## config.mk

```make
export PLATFORM = sky130hd
export DESIGN_NAME = hsv_to_rgb_converter_flat
export DESIGN_NICKNAME = d
export VERILOG_FILES = /design/src/rtl/hsv2rgb_pkg.sv /design/src/rtl/hsv2rgb_in_if.sv /design/src/rtl/hsv2rgb_out_if.sv /design/src/rtl/hsv_to_rgb_converter.sv /design/src/flat_wrapper.sv
export SDC_FILE = /design/constraint.sdc
export NUM_CORES = 1
export LEC_CHECK = 0
export BUFFER_PORTS_ARGS = -buffer_cell sky130_fd_sc_hd__buf_2
export CORE_MARGIN = 2
export CORE_UTILIZATION = 60
export DETAILED_ROUTE_END_ITERATION = 8
export GPL_TIMING_DRIVEN = 0
export PLACE_DENSITY = 0.77
export SLEW_MARGIN = 10
export SYNTH_ARGS = -nofsm -noshare
export SYNTH_HDL_FRONTEND = slang
export SYNTH_SLANG_ARGS = --single-unit
```

## constraint.sdc

```tcl
create_clock -name clk -period 17.9 [get_ports clk]
set_input_delay 2.685 -clock clk [delete_from_list [all_inputs] [get_ports clk]]
set_output_delay 2.685 -clock clk [all_outputs]
set_load 0.01 [all_outputs]
```

## src/rtl/hsv2rgb_pkg.sv

```systemverilog
// ----------------------------------------------------------------------------
// hsv2rgb_pkg
// Types and fixed constants shared by the HSV to RGB converter files.
// ----------------------------------------------------------------------------
package hsv2rgb_pkg;

  localparam int HUE_W = 15;
  localparam int CH_W  = 8;
  localparam int REM_W = 12;

  // One full turn and one 60 degree sector, in 1/64 degree units
  localparam logic [HUE_W-1:0] HUE_TURN   = 15'd23040;
  localparam logic [HUE_W-1:0] HUE_SECTOR = 15'd3840;

  // 255 * 256
  localparam logic [15:0] PROD_SCALE = 16'd65280;
  localparam logic [7:0]  FULL_SCALE = 8'd255;
  localparam logic [8:0]  FRAC_SCALE = 9'd256;

  // ceil(2^16 / 15): exact floor(x / 15) for x < 4681
  localparam logic [12:0] RECIP15  = 13'd4370;
  // ceil(2^23 / 255): exact floor(x / 255) for x < 66052
  localparam logic [15:0] RECIP255 = 16'd32897;

  typedef enum logic [2:0] {
    SEC_RED_YEL = 3'd0,
    SEC_YEL_GRN = 3'd1,
    SEC_GRN_CYN = 3'd2,
    SEC_CYN_BLU = 3'd3,
    SEC_BLU_MAG = 3'd4,
    SEC_MAG_RED = 3'd5
  } sector_t;

endpackage

```

## src/rtl/hsv2rgb_in_if.sv

```systemverilog
// ----------------------------------------------------------------------------
// hsv2rgb_in_if
// Valid/ready channel carrying one HSV pixel per transaction.
// ----------------------------------------------------------------------------
interface hsv2rgb_in_if;
  logic                          valid;
  logic                          ready;
  logic [hsv2rgb_pkg::HUE_W-1:0] hue;
  logic [hsv2rgb_pkg::CH_W-1:0]  saturation;
  logic [hsv2rgb_pkg::CH_W-1:0]  brightness;

  modport source (output valid, hue, saturation, brightness, input ready);
  modport sink   (input valid, hue, saturation, brightness, output ready);
endinterface

```

## src/rtl/hsv2rgb_out_if.sv

```systemverilog
// ----------------------------------------------------------------------------
// hsv2rgb_out_if
// Valid/ready channel carrying one RGB pixel per transaction.
// ----------------------------------------------------------------------------
interface hsv2rgb_out_if;
  logic                         valid;
  logic                         ready;
  logic [hsv2rgb_pkg::CH_W-1:0] red;
  logic [hsv2rgb_pkg::CH_W-1:0] green;
  logic [hsv2rgb_pkg::CH_W-1:0] blue;

  modport source (output valid, red, green, blue, input ready);
  modport sink   (input valid, red, green, blue, output ready);
endinterface

```

## src/rtl/hsv_to_rgb_converter.sv

```systemverilog
// ----------------------------------------------------------------------------
// hsv_to_rgb_converter
// Six-stage pipelined HSV to RGB pixel converter with valid/ready channels.
// ----------------------------------------------------------------------------
// Throughput: one pixel per cycle; the six stage registers are the pipeline,
//   each stage holds while the stage after it is full and stalled.
// Reset: rst_n (synchronous, active low) empties every stage; payload
//   registers are not reset.
// ----------------------------------------------------------------------------
module hsv_to_rgb_converter (
  input  logic                 clk,
  input  logic                 rst_n,
  hsv2rgb_in_if.sink           in_pix,
  hsv2rgb_out_if.source        out_pix
);
  import hsv2rgb_pkg::*;

  localparam int NSTG = 6;

  // Stage occupancy and per-stage load enables. A stage takes new data when
  // it is empty or when its content moves on in the same cycle.
  logic [NSTG-1:0] vld_r;
  logic [NSTG-1:0] vld_nxt;
  logic [NSTG-1:0] rdy;

  always_comb begin
    rdy[NSTG-1] = !vld_r[NSTG-1] || out_pix.ready;
    for (int k = NSTG-2; k >= 0; k--) begin
      rdy[k] = !vld_r[k] || rdy[k+1];
    end
  end

  always_comb begin
    vld_nxt = vld_r;
    if (rdy[0]) begin
      vld_nxt[0] = in_pix.valid;
    end
    for (int k = 1; k < NSTG; k++) begin
      if (rdy[k]) begin
        vld_nxt[k] = vld_r[k-1];
      end
    end
  end

  always_ff @(posedge clk) begin
    if (!rst_n) begin
      vld_r <= '0;
    end else begin
      vld_r <= vld_nxt;
    end
  end

  assign in_pix.ready  = rdy[0];
  assign out_pix.valid = vld_r[NSTG-1];

  // --------------------------------------------------------------------------
  // Stage 1: zero a hue at or past a full turn, find the sector by compare
  // against the sector boundaries and strip it off for the in-sector offset.
  // --------------------------------------------------------------------------
  logic [HUE_W-1:0] hue_w;
  logic [HUE_W-1:0] sec_base;
  logic [HUE_W-1:0] hue_off;
  sector_t          sec_c;

  always_comb begin
    hue_w    = (in_pix.hue >= HUE_TURN) ? '0 : in_pix.hue;
    sec_c    = SEC_RED_YEL;
    sec_base = '0;
    for (int k = 1; k < 6; k++) begin
      if (hue_w >= HUE_W'(k * 3840)) begin
        sec_c    = sector_t'(3'(k));
        sec_base = HUE_W'(k * 3840);
      end
    end
    hue_off = hue_w - sec_base;
  end

  sector_t          s1_sec_r;
  logic             s1_gray_r;
  logic [CH_W-1:0]  s1_sat_r;
  logic [CH_W-1:0]  s1_val_r;
  logic [REM_W-1:0] s1_rem_r;

  always_ff @(posedge clk) begin
    if (rdy[0]) begin
      s1_sec_r  <= sec_c;
      s1_gray_r <= (in_pix.saturation == '0);
      s1_sat_r  <= in_pix.saturation;
      s1_val_r  <= in_pix.brightness;
      s1_rem_r  <= hue_off[REM_W-1:0];
    end
  end

  // --------------------------------------------------------------------------
  // Stage 2: fraction f = offset * 256 / 3840 = offset / 15, by reciprocal.
  // --------------------------------------------------------------------------
  logic [REM_W+12:0] frac_prod;
  assign frac_prod = s1_rem_r * RECIP15;

  sector_t         s2_sec_r;
  logic            s2_gray_r;
  logic [CH_W-1:0] s2_sat_r;
  logic [CH_W-1:0] s2_val_r;
  logic [CH_W-1:0] s2_frac_r;

  always_ff @(posedge clk) begin
    if (rdy[1]) begin
      s2_sec_r  <= s1_sec_r;
      s2_gray_r <= s1_gray_r;
      s2_sat_r  <= s1_sat_r;
      s2_val_r  <= s1_val_r;
      s2_frac_r <= frac_prod[23:16];
    end
  end

  // --------------------------------------------------------------------------
  // Stage 3: s*f, s*(256-f) and the p numerator v*(255-s).
  // --------------------------------------------------------------------------
  logic [8:0]  frac_cmp;
  logic [16:0] sat_cmp_prod;
  logic [15:0] sat_frac_prod;
  logic [15:0] p_num;

  assign frac_cmp      = FRAC_SCALE - {1'b0, s2_frac_r};
  assign sat_frac_prod = s2_sat_r * s2_frac_r;
  assign sat_cmp_prod  = s2_sat_r * frac_cmp;
  assign p_num         = s2_val_r * (FULL_SCALE - s2_sat_r);

  sector_t         s3_sec_r;
  logic            s3_gray_r;
  logic [CH_W-1:0] s3_val_r;
  logic [15:0]     s3_sf_r;
  logic [15:0]     s3_sg_r;
  logic [15:0]     s3_pn_r;

  always_ff @(posedge clk) begin
    if (rdy[2]) begin
      s3_sec_r  <= s2_sec_r;
      s3_gray_r <= s2_gray_r;
      s3_val_r  <= s2_val_r;
      s3_sf_r   <= sat_frac_prod;
      s3_sg_r   <= sat_cmp_prod[15:0];   // at most 255 * 256
      s3_pn_r   <= p_num;
    end
  end

  // --------------------------------------------------------------------------
  // Stage 4: q and t numerators, v * (65280 - product).
  // --------------------------------------------------------------------------
  logic [15:0] q_fac;
  logic [15:0] t_fac;
  logic [23:0] q_num;
  logic [23:0] t_num;

  assign q_fac = PROD_SCALE - s3_sf_r;
  assign t_fac = PROD_SCALE - s3_sg_r;
  assign q_num = s3_val_r * q_fac;
  assign t_num = s3_val_r * t_fac;

  sector_t         s4_sec_r;
  logic            s4_gray_r;
  logic [CH_W-1:0] s4_val_r;
  logic [15:0]     s4_pn_r;
  logic [23:0]     s4_qn_r;
  logic [23:0]     s4_tn_r;

  always_ff @(posedge clk) begin
    if (rdy[3]) begin
      s4_sec_r  <= s3_sec_r;
      s4_gray_r <= s3_gray_r;
      s4_val_r  <= s3_val_r;
      s4_pn_r   <= s3_pn_r;
      s4_qn_r   <= q_num;
      s4_tn_r   <= t_num;
    end
  end

  // --------------------------------------------------------------------------
  // Stage 5: divide by 255 (p) and by 65280 (q, t). Dividing by 65280 is a
  // drop of the low byte followed by the same divide by 255.
  // --------------------------------------------------------------------------
  function automatic logic [CH_W-1:0] div255(input logic [15:0] x);
    logic [31:0] prod;
    prod   = x * RECIP255;
    div255 = prod[30:23];
  endfunction

  sector_t         s5_sec_r;
  logic            s5_gray_r;
  logic [CH_W-1:0] s5_val_r;
  logic [CH_W-1:0] s5_p_r;
  logic [CH_W-1:0] s5_q_r;
  logic [CH_W-1:0] s5_t_r;

  always_ff @(posedge clk) begin
    if (rdy[4]) begin
      s5_sec_r  <= s4_sec_r;
      s5_gray_r <= s4_gray_r;
      s5_val_r  <= s4_val_r;
      s5_p_r    <= div255(s4_pn_r);
      s5_q_r    <= div255(s4_qn_r[23:8]);
      s5_t_r    <= div255(s4_tn_r[23:8]);
    end
  end

  // --------------------------------------------------------------------------
  // Stage 6: route v, p, q, t to the channels by sector; gray bypass when
  // saturation is zero. These registers drive the output port directly.
  // --------------------------------------------------------------------------
  logic [CH_W-1:0] red_c;
  logic [CH_W-1:0] grn_c;
  logic [CH_W-1:0] blu_c;

  always_comb begin
    case (s5_sec_r)
      SEC_RED_YEL: begin
        red_c = s5_val_r; grn_c = s5_t_r;   blu_c = s5_p_r;
      end
      SEC_YEL_GRN: begin
        red_c = s5_q_r;   grn_c = s5_val_r; blu_c = s5_p_r;
      end
      SEC_GRN_CYN: begin
        red_c = s5_p_r;   grn_c = s5_val_r; blu_c = s5_t_r;
      end
      SEC_CYN_BLU: begin
        red_c = s5_p_r;   grn_c = s5_q_r;   blu_c = s5_val_r;
      end
      SEC_BLU_MAG: begin
        red_c = s5_t_r;   grn_c = s5_p_r;   blu_c = s5_val_r;
      end
      default: begin
        red_c = s5_val_r; grn_c = s5_p_r;   blu_c = s5_q_r;
      end
    endcase
    if (s5_gray_r) begin
      red_c = s5_val_r;
      grn_c = s5_val_r;
      blu_c = s5_val_r;
    end
  end

  logic [CH_W-1:0] red_r;
  logic [CH_W-1:0] grn_r;
  logic [CH_W-1:0] blu_r;

  always_ff @(posedge clk) begin
    if (rdy[5]) begin
      red_r <= red_c;
      grn_r <= grn_c;
      blu_r <= blu_c;
    end
  end

  assign out_pix.red   = red_r;
  assign out_pix.green = grn_r;
  assign out_pix.blue  = blu_r;

endmodule

```

## src/flat_wrapper.sv

```systemverilog
// flat-port wrapper written by rule: the top's interface ports become plain ports
module hsv_to_rgb_converter_flat import hsv2rgb_pkg::*;
  (clk, rst_n, in_pix_valid, in_pix_hue, in_pix_saturation, in_pix_brightness, in_pix_ready, out_pix_valid, out_pix_red, out_pix_green, out_pix_blue, out_pix_ready);
  hsv2rgb_in_if in_pix_i ();
  hsv2rgb_out_if out_pix_i ();
  input  logic clk;
  input  logic rst_n;
  input wire logic [$bits(in_pix_i.valid)-1:0] in_pix_valid;
  input wire logic [$bits(in_pix_i.hue)-1:0] in_pix_hue;
  input wire logic [$bits(in_pix_i.saturation)-1:0] in_pix_saturation;
  input wire logic [$bits(in_pix_i.brightness)-1:0] in_pix_brightness;
  output wire logic [$bits(in_pix_i.ready)-1:0] in_pix_ready;
  output wire logic [$bits(out_pix_i.valid)-1:0] out_pix_valid;
  output wire logic [$bits(out_pix_i.red)-1:0] out_pix_red;
  output wire logic [$bits(out_pix_i.green)-1:0] out_pix_green;
  output wire logic [$bits(out_pix_i.blue)-1:0] out_pix_blue;
  input wire logic [$bits(out_pix_i.ready)-1:0] out_pix_ready;
  assign in_pix_i.valid = in_pix_valid;
  assign in_pix_i.hue = in_pix_hue;
  assign in_pix_i.saturation = in_pix_saturation;
  assign in_pix_i.brightness = in_pix_brightness;
  assign in_pix_ready = in_pix_i.ready;
  assign out_pix_valid = out_pix_i.valid;
  assign out_pix_red = out_pix_i.red;
  assign out_pix_green = out_pix_i.green;
  assign out_pix_blue = out_pix_i.blue;
  assign out_pix_i.ready = out_pix_ready;
  hsv_to_rgb_converter u_core (.clk(clk), .rst_n(rst_n), .in_pix(in_pix_i), .out_pix(out_pix_i));
endmodule
```

---- Yosys cells after proc, flatten, opt, wreduce, memory -nomap -nowiden ----
Cells that the tools add are included.
word-level totals
  bits in registers ....................... 262
  input port bits ......................... 35
  output and inout bits ................... 26
  word-level logic and storage cells ...... 97
operators by class
  add/subtract/negate cells ............... 5
  $mul .................................... 9
  magnitude comparators ................... 6
  equality and inequality tests ........... 4
  multiplexer cells ....................... 16
  reduce and logical (&&, ||, !) cells .... 19
operator list
  operator                                                                 count
  16-bit by 16-bit multiplier with 31-bit output, second input constant    3
  8-bit case mux with 3 select lines                                       3
  12-bit 2-to-1 mux                                                        5
  8-bit by 16-bit multiplier with 24-bit output                            2
  16-bit subtractor, first input constant                                  2
  15-bit by 14-bit >= comparator with 1-bit output, second input constant  2
  15-bit >= comparator, second input constant                              2
  8-bit 2-to-1 mux                                                         3
  12-bit by 12-bit multiplier with 23-bit output, second input constant    1
  8-bit by 16-bit multiplier with 16-bit output                            1
  8-bit by 8-bit multiplier with 16-bit output                             1
  8-bit by 9-bit multiplier with 16-bit output                             1
  15-bit by 12-bit >= comparator with 1-bit output, second input constant  1
  15-bit by 13-bit >= comparator with 1-bit output, second input constant  1
  15-bit 2-to-1 mux                                                        1
  12-bit subtractor                                                        1
  2-bit OR reduction                                                       5
  8-bit by 8-bit subtractor with 9-bit output, first input constant        1
  9-bit by 8-bit subtractor with 9-bit output, first input constant        1
  8-bit logical NOT                                                        1
  3-bit by 2-bit equality test with 1-bit output, second input constant    2
  1-bit logical NOT                                                        6
  1-bit logical OR                                                         6
  2-bit 2-to-1 mux                                                         2
  other kinds (4)                                                          5

---- Logic depth before layout (Yosys ltp) ----
  depth after elaboration ................. 9
  gate-level depth with buffers ........... 24
  gate-level depth less buffers ........... 24

---- Least setup slack after synthesis ----
No wires, ideal clock.
  path type ............................... input -> output
  start ................................... input port out_pix_ready
  end ..................................... output port in_pix_ready
  data arrival time ....................... 4145 ps
  data required time ...................... 15215 ps
  path slack .............................. 11070 ps
  stages on the path ...................... 4
  cells stage by stage .................... nor2b_1 -> and3_1 -> and2_1 -> nand3_1
between the ends
  longest elaborated chain between the ends .. 6
RTL lines
  element                        line                        source
  from (decl)                    flat_wrapper.sv:17          input wire logic [$bits(out_pix_i.ready)-1:0] out_pix_ready;
  1-bit logical OR               hsv_to_rgb_converter.sv:27  rdy[NSTG-1] = !vld_r[NSTG-1] || out_pix.ready;
  1-bit logical OR (5 in a row)  hsv_to_rgb_converter.sv:29  rdy[k] = !vld_r[k] || rdy[k+1];
  to (decl)                      flat_wrapper.sv:12          output wire logic [$bits(in_pix_i.ready)-1:0] in_pix_ready;
Every way passes these cells.

---- Worst setup path in the final report ----
Ends and elaborated chain as after synthesis.

==> results.py <==
metrics = {
    "synth": {
        "synth_edf_count": 239,
        "synthCells": 2588,
        "synth_top_area_cell": "edfxtp_1",
        "synth_most_common_cell": "ha_1",
        "synth_area_leaders": "edfxtp_1, fa_1, ha_1",
        "yosysWarnings": 0,
        "synth_top_area_frac": 0.261,
        "syn_area_per_cell_um2": 10.6,
        "synth_fp_nets": 3357,
        "synth_area_mm2": 0.0274,
        "yosysSeqAreaShare": 0.266,
        "async_flop_share": 0,
        "ys.flop_type": "edfxtp_1",
        "ys_ff_latch": 245,
        "synth_cell_types": 69,
        "synth_common_cells": "ha_1, inv_1, fa_1",
    },
    "global_routing": {
        "grt_usage": 0.255,
        "antenna_found_initial": 0,
        "grt_overflow_total": 0,
        "first_global_vias": 19900,
        "grt_pass1_wl_mm": 97.1,
        "grt_max_degree": 40,
    },
    "detailed_routing": {
        "routedWlPerCell_um": 17.6,
        "postRouteAntennaNets": 0,
        "wirelength_mm": 58.1,
        "via_per_inst": 5.60,
        "drc": 0,
        "vias": 18500,
        "drt-pass1-iter-count": 6,
        "drt_iter0_markers": 923,
    },
    "timing": {
        "tightest_slew_ns": 0.867,
        "period_share": 0.423,
        "finalHoldViolCount": 0,
        "setup_viol": 0,
        "max_freq_mhz": 132,
        "rsz0062_at_grt": "false",
        "setup_tns_ns": 0,
        "maxSlewViolCount": 0,
        "relSlewSlack": 0.417,
        "post-route-min-period_ns": 7.57,
        "finClkSkew_ns": 0.0241,
        "holdWs_ns": 0.415,
    },
    "floorplanning": {
        "start_util": 0.606,
        "core-area_mm2": 0.0453,
        "die_width_um": 218,
        "fp.dieArea_mm2": 0.0475,
        "die_h_um": 218,
        "placementRows": 78,
        "pin_count": 61,
    },
    "finish": {
        "final_util": 0.649,
        "area_delta_synth_final_pct": 7.15,
        "drive_above_1_share": 0.0548,
        "nNetsFinal": 3449,
    },
    "clocking": {
        "cts_made_buffers": 27,
        "insertion_delay_ns": 0.56,
        "hold_buffers": 0,
        "path_clk_slew_ns": 0.06,
        "tritoncts": "yes",
        "cts-resized-gates": 0,
        "cts-htree-levels": 1,
        "root_buffer": "clkbuf_16",
        "cts.sinks": 245,
        "ctsLongestPathBuffers": 3,
        "cts_setup_buffers": 0,
    },
    "setup_path": {
        "cp-start-kind": "input pin",
        "required_ns": 15.21,
        "reg2reg_to": "u_core.s4_qn_r[23]$_DFFE_PP_",
        "r2r_slack_ns": 10.97,
        "arrival_ns": 4.88,
        "crit_fanout": 34,
        "endpoint_kind": "output pin",
        "criticalPathCategory": "input pin to output pin",
        "rr_worst_depth": 22,
        "reg2reg_from": "u_core.s3_sf_r[2]$_DFFE_PP_",
    },
    "worst_hold_path": {
        "hold_path_startpoint": "u_core.s1_sat_r[6]$_DFFE_PP_",
        "min_delay_path_depth": 0,
        "holdPathEnd": "u_core.s2_sat_r[6]$_DFFE_PP_",
        "hold_path.class": "flip-flop to flip-flop",
    },
    "outcome": {
        "status": "finished clean",
    },
    "placed_design": {
        "dpl.hpwl_mm": 47.3,
        "gp_congestion": 0.919,
        "portBuffers": 60,
    },
    "run": {
        "maxCapViolations": 0,
    },
}
==> through the flow <==
| step | cells | cell area [µm²] | setup WS [ns] |
|---|---|---|---|
| after floorplan | 2588 | 27400 | 11.07 |
| after global placement | 3248 | 28500 | 9.99 |
| after detailed placement | 3251 | 28600 | 10.38 |
| after CTS | 3301 | 29400 | 10.32 |
| after global routing | 3301 | 29400 | 10.11 |
| final | 3302 | 29400 | 10.33 |
==> final cells by class <==
cell class,count,area [µm²]
timing repair buffer,63,360
clock buffer,35,758
sequential,245,7300
buffer,67,256
antenna,1,2.50
inverter,407,1530
tap,600,751
multi-input combinational,1869,18400
clock inverter,15,80.1
fill,3499,15900
==> flip-flops by register name (all words and copies together), names as in the netlist, 12 cells and up <==
register,flops
u_core.s3_sg_r,16
u_core.s4_qn_r,16
u_core.s3_pn_r,16
u_core.s3_sf_r,15
u_core.s1_rem_r,12
u_core.s4_tn_r,16
u_core.s4_pn_r,16
==> cells by family (layout without fill, tap and decap cells) <==
| family | count (synthesis) | in the layout | share of synthesized area |
|---|---|---|---|
| adder cells (fa/ha/maj) | 734 | 734 | 0.413 |
| AND/OR/NAND/NOR | 721 | 721 | 0.140 |
| buffers and inverters | 474 | 587 | 0.0650 |
| AO/OA/AOI/OAI | 248 | 248 | 0.0599 |
| flip-flops | 245 | 245 | 0.266 |
| XOR/XNOR | 128 | 128 | 0.0425 |
| multiplexers | 38 | 38 | 0.0139 |
| other | 0 | 1 | 0 |
==> how the worst max path moves through the flow <==
| stage | from | to | slack, ns | cells after the start |
|---|---|---|---|---|
| 5_1_grt | out_pix_ready | in_pix_ready | 10.11 | 6 |
| 6_report | out_pix_ready | in_pix_ready | 10.33 | 6 |
| 2_1_floorplan | out_pix_ready | in_pix_ready | 11.07 | 4 |
| 3_5_place_dp | out_pix_ready | in_pix_ready | 10.38 | 6 |
| 3_3_place_gp | out_pix_ready | in_pix_ready | 9.99 | 6 |
| 4_1_cts | out_pix_ready | in_pix_ready | 10.32 | 6 |
==> critical path, cell delays in order <==
cell	delay (ns)
buf_2	0.10
nor2b_1	0.42
and3_1	0.31
and2_1	0.27
nand3_2	0.67
buf_2	0.40
==> placed cells by master (no fill, tap or decap), drive strengths merged, types with 34 or more instances in the layout <==
cell type    n
xor2        42
buf         69
nand2      193
nor3        34
inv        408
nand2b      37
and2       255
nor2        68
ha         447
xnor2       86
mux2i       38
fa         287
nor2b       53
o21ai       53
a21oi       77
edfxtp     239
clkbuf      96
==> routing by layer <==
metal	global-route usage	share of wire	vias to the layer above	wire [µm]
li1	-	-	8742	-
met1	0.317	0.41	9126	24100
met2	0.457	0.50	475	29200
met3	0.0285	0.044	147	2550
met4	0.0930	0.038	0	2230
met5	0	0	-	0
Power is left out: the tool's default activity adds up to more than one toggle a clock period on the data nets, which glitch-free logic cannot reach.
